## src/rtl/cmct_pkg.sv

```systemverilog
// Package for the complex B * C^H matrix product core.
// Holds the shared types, widths and the saturation helper; no dependencies.
package cmct_pkg;
	localparam int unsigned DefaultDim = 3;
	localparam int unsigned DataW = 32;
	localparam int unsigned FracBits = 30;
	localparam int unsigned AccW = 40;

	typedef struct packed {
		logic signed [DataW-1:0] re;
		logic signed [DataW-1:0] im;
	} cplx_t;

	// Operation codes handed from the loader to the compute engine.
	typedef enum logic [1:0] {
		OP_FULL = 2'd0,
		OP_UNI3 = 2'd1,
		OP_UNI2 = 2'd2
	} op_t;

	// One matrix job: how to complete the result matrix.
	typedef struct packed {
		op_t op;
	} job_t;

	// Saturate a wide accumulator to 32 bits.
	function automatic logic signed [DataW-1:0] sat(input logic signed [AccW-1:0] v);
		logic signed [AccW-1:0] hi;
		logic signed [AccW-1:0] lo;
		hi = AccW'(signed'(33'sh0_7FFF_FFFF));
		lo = -AccW'(signed'(33'sh0_8000_0000));
		if (v > hi) begin
			sat = 32'sh7FFF_FFFF;
		end else if (v < lo) begin
			sat = 32'sh8000_0000;
		end else begin
			sat = v[DataW-1:0];
		end
	endfunction
endpackage

```

## src/rtl/cmct_loader.sv

```systemverilog
// Front part: accepts element pairs, writes them into the B and C memories,
// and hands a job to the engine when a matrix completes. Uses cmct_pkg.
module cmct_loader #(
	parameter int unsigned Dim = cmct_pkg::DefaultDim,
	localparam int unsigned Elems = Dim * Dim,
	localparam int unsigned AddrW = $clog2(Elems)
) (
	input  logic                  clk,
	input  logic                  arst_n,
	input  logic                  push,
	output logic                  full,
	input  logic [31:0]           b_real,
	input  logic [31:0]           b_imag,
	input  logic [31:0]           c_real,
	input  logic [31:0]           c_imag,
	input  logic                  mode,
	input  logic                  bank_free,
	output logic                  wr_en,
	output logic [AddrW-1:0]      wr_addr,
	output cmct_pkg::cplx_t       wr_b,
	output cmct_pkg::cplx_t       wr_c,
	output logic                  job_valid,
	output cmct_pkg::job_t        job
);
	logic [AddrW-1:0] count_q;
	logic             accept;
	logic             last;

	// Block loading while the engine still reads the stores.
	assign full    = !bank_free;
	assign accept  = push && !full;
	assign last    = (count_q == AddrW'(Elems - 1));
	assign wr_en   = accept;
	assign wr_addr = count_q;
	assign wr_b    = '{re: b_real, im: b_imag};
	assign wr_c    = '{re: c_real, im: c_imag};
	assign job_valid = accept && last;

	// Classify the finished matrix.
	always_comb begin
		job.op = cmct_pkg::OP_FULL;
		if (mode && Dim == 3) begin
			job.op = cmct_pkg::OP_UNI3;
		end else if (mode && Dim == 2) begin
			job.op = cmct_pkg::OP_UNI2;
		end
	end

	// Advance the load position.
	always_ff @(posedge clk or negedge arst_n) begin
		if (!arst_n) begin
			count_q <= '0;
		end else if (accept) begin
			count_q <= last ? '0 : count_q + 1'b1;
		end
	end
endmodule

```

## config.mk

```make
export PLATFORM = sky130hd
export DESIGN_NAME = cmct_loader
export DESIGN_NICKNAME = d
export VERILOG_FILES = /design/src/rtl/cmct_pkg.sv /design/src/rtl/cmct_loader.sv
export SDC_FILE = /design/constraint.sdc
export NUM_CORES = 1
export LEC_CHECK = 0
export ABC_AREA = 1
export CAP_MARGIN = 20
export CELL_PAD_IN_SITES_DETAIL_PLACEMENT = 2
export CELL_PAD_IN_SITES_GLOBAL_PLACEMENT = 2
export CORE_AREA = 10 10 97 99
export CTS_CLUSTER_DIAMETER = 120
export CTS_CLUSTER_SIZE = 30
export DETAILED_ROUTE_END_ITERATION = 10
export DIE_AREA = 0 0 107 109
export DONT_BUFFER_PORTS = 1
export PLACE_DENSITY = 0.59
export SYNTH_ARGS = -nofsm -noshare
export SYNTH_HDL_FRONTEND = slang
export SYNTH_SLANG_ARGS = --single-unit
```

## constraint.sdc

```tcl
create_clock -name clk -period 2.81 [get_ports clk]
set_input_delay 0.281 -clock clk [delete_from_list [all_inputs] [get_ports clk]]
set_output_delay 0.281 -clock clk [all_outputs]
set_load 0.02 [all_outputs]
```

==> results by group <==
Worst setup path
  • Worst R2R Setup Slack: about 1.3 ns
  • Worst EP arrival: 1.53 ns
  • Slowest cell on the critical path: dfrtp_1
  • RR Startpoint: wr_addr[0]
  • WS Path Type: flop to output port
  • CP startpoint: wr_addr[0]
  • RR Endpoint: wr_addr[0]
  • Top delay family on crit path: simple AND/OR/NAND/NOR gates
  • Buf/Inv on CP: 1
  • Worst setup endpoint: job_valid
  • Critical path, cell by cell: inv_1 -> ha_1 -> nand3_1 -> nor2_1
  • CP Launch Type: flop
  • Crit. End Element: output port
  • Path depth of the worst reg2reg path: 5
  • Critical path depth: 4
  • Slowest cell delay on critical path: 0.48 ns
  • Crit Path Max Fanout: 4
  • Worst Path Required: 2.53 ns

Power
  • Internal: 0.000208 W
  • Leakage: 0.177 nW
  • PD cells: a little under 900 nW/µm²
  • Clk pwr share: 0.327
  • Power Total: 0.000372 W
  • Comb pwr share: 0.248
  • Sw Pwr: between 0.00015 and 0.0002 W
  • Net Sw Frac: 0.441
  • Part of the power in registers: 0.425
  • Peak supply drop: 0.000117 V

Clock tree
  • Post-CTS Setup Bufs: 0
  • Htree depth: 1
  • Clock Tree Buf Depth: 2
  • Total CTS buffers: 3
  • CTS sink count: 4
  • CTS root buf: clkbuf_8
  • Clk slew on worst S/H paths: 0.03 ns
  • CTS tree: built
  • Clk_lat worst skew: 0.22 ns

STA
  • Slew Viols, Final: 0
  • Setup_tns: 0 ns
  • Max-slew headroom: 0.640
  • Clk_skew: approximately 0.0026 ns
  • FMAX: ~550 MHz
  • Final hold vios: 0
  • Final hold slack: 0.374 ns
  • Setup Viol. Count Final: 0
  • Final period utilization: 0.643
  • Worst setup margin: around 1 ns
  • Least-Margin Pin Slew: 0.538 ns
  • Min Tclk post-route: 1.81 ns
  • RSZ-0062 raised after global routing: false

Synth
  • Cell area after synthesis: between 1000 and 1500 µm²
  • Count of cell types in the netlist: 14
  • Seq/Total Area, Yosys: 0.0818
  • Synthesized net count: 298
  • Post-synthesis cell count: 163
  • Number of synthesized register bits: 4
  • Syn Area/Cell: roughly 7.5 µm²
  • Warnings from Yosys: 0

Routing
  • DRT iter0 DRCs: 5
  • Post-DRT Antenna Nets: 0
  • Routed len/inst: 18.9 µm
  • Detailed-route via count: ~400
  • Residual DRC: 0
  • WL final: 2.63 mm
  • DRT Pass-1 Iters: 3
  • DR vias/cell: 2.90

Global routing
  • Vias in the first global route: ~470
  • Largest net degree at the start of global routing: 7
  • GR Util All Layers: 0.0411
  • Antenna violations before repair: 0
  • Gr ovfl total: 0
  • First-pass GRT wire length: between 3 and 4 mm

Run
  • Max_cap viols: 0

Min path
  • Hold Crit Class: primary input to async pin

Floorplanning
  • Core box area: between 7000 and 8000 µm²
  • Starting Density: 0.163
  • Row cnt: 32
  • Die Ht: 109 µm
  • Die ar.: 11700 µm²
  • Die width: 107 µm
  • I/O Pins: 270

Layout
  • Commonest cells after routing, fill and taps aside: inv_1, nand2_1, nor2_1
  • Area grow syn2layout: -65.1%
  • Layout cell share with drive strength beyond 1: 0.216
  • Nets: 174
  • Final Cell Area: 427 µm²
  • Antenna fix cells: 0
  • Largest register FFs: 4

Place
  • Post-DP Area: approximately 380 µm²
  • GPL Wtd Cong: ~0.59
  • Hpwl dp: 2.25 mm
  • Place WS: 1.18 ns
  • Buffers on Ports: 0

Outcome
  • Status: complete, no violations
==> layout make-up <==
| type | instances | area [µm²] |
|---|---|---|
| timing repair buffer | 1 | 10.0 |
| fill | 927 | 7100 |
| multi-input combinational | 22 | 119 |
| tap | 102 | 128 |
| sequential | 4 | 100 |
| clock buffer | 3 | 41.3 |
| inverter | 7 | 28.8 |
==> logic make-up (layout without fill, tap and decap cells) <==
group / after synthesis / after routing / share of synthesized area
AO/OA/AOI/OAI: 2 / 2 / 0.00817
adder cells (fa/ha/maj): 2 / 2 / 0.0204
buffers and inverters: 137 / 11 / 0.821
flip-flops: 4 / 4 / 0.0818
other: 1 / 1 / 0.00306
AND/OR/NAND/NOR: 17 / 17 / 0.0654
==> per-layer routing <==
metal,global-route usage,up-vias,part of all wire
li1,-,104,-
met4,0.0832,0,0.20
met5,0,-,0
met3,0.0478,68,0.25
met1,0.0150,161,0.18
met2,0.0549,70,0.38
==> Yosys cell counts <==
cell,instances,area [µm²]
a21oi_1,1,5.00
buf_4,130,976
conb_1,1,3.75
dfrtp_1,4,100
ha_1,2,25.0
inv_1,6,22.5
inv_4,1,6.26
nand2_1,6,22.5
nand2_2,2,12.5
nand3_1,2,10.0
nor2_1,5,18.8
nor2_2,1,6.26
nor3_2,1,10.0
o21ai_0,1,5.00
==> worst min-delay path by stage <==
| stage | cells after the start | to | start |
|---|---|---|---|
| floorplan | 0 | wr_addr[0] | arst_n |
| finish | 1 | wr_addr[2] | arst_n |
| global placement | 0 | wr_addr[2] | arst_n |
| global route | 1 | wr_addr[2] | arst_n |
| detailed placement | 0 | wr_addr[3] | arst_n |
| CTS | 1 | wr_addr[2] | arst_n |
==> through the flow <==
step / std cells / utilization
final: 139 / 0.0567
after global placement: 135 / 0.0499
after floorplan: 163 / -
after CTS: 139 / 0.0567
after global routing: 139 / 0.0567
after detailed placement: 135 / 0.0499
==> worst register-to-register path, stage by stage (launching register included) <==
cell and delay [ns]:
dfrtp_1 0.48, inv_1 0.14, ha_1 0.15, nand3_1 0.09
nor2_1 0.44, nor3_2 0.07
==> power by group through the flow <==
stage	Clock, W	Sequential, W	Combinational [W]
final	0.000122	0.000158	0.0000923
after global routing	0.000130	0.000168	0.000110
after CTS	0.000125	0.000166	0.0000960
after detailed placement	0	0.000166	0.0000900
after global placement	0	0.000165	0.0000850
after floorplan	0	0.000140	0.000340
==> repair_timing <==
item,CTS,global route
hold buffers,1,0
endpoints found under the hold margin,4,0
gates resized for setup,0,0
Note: power is estimated with default switching activity, not from simulation.
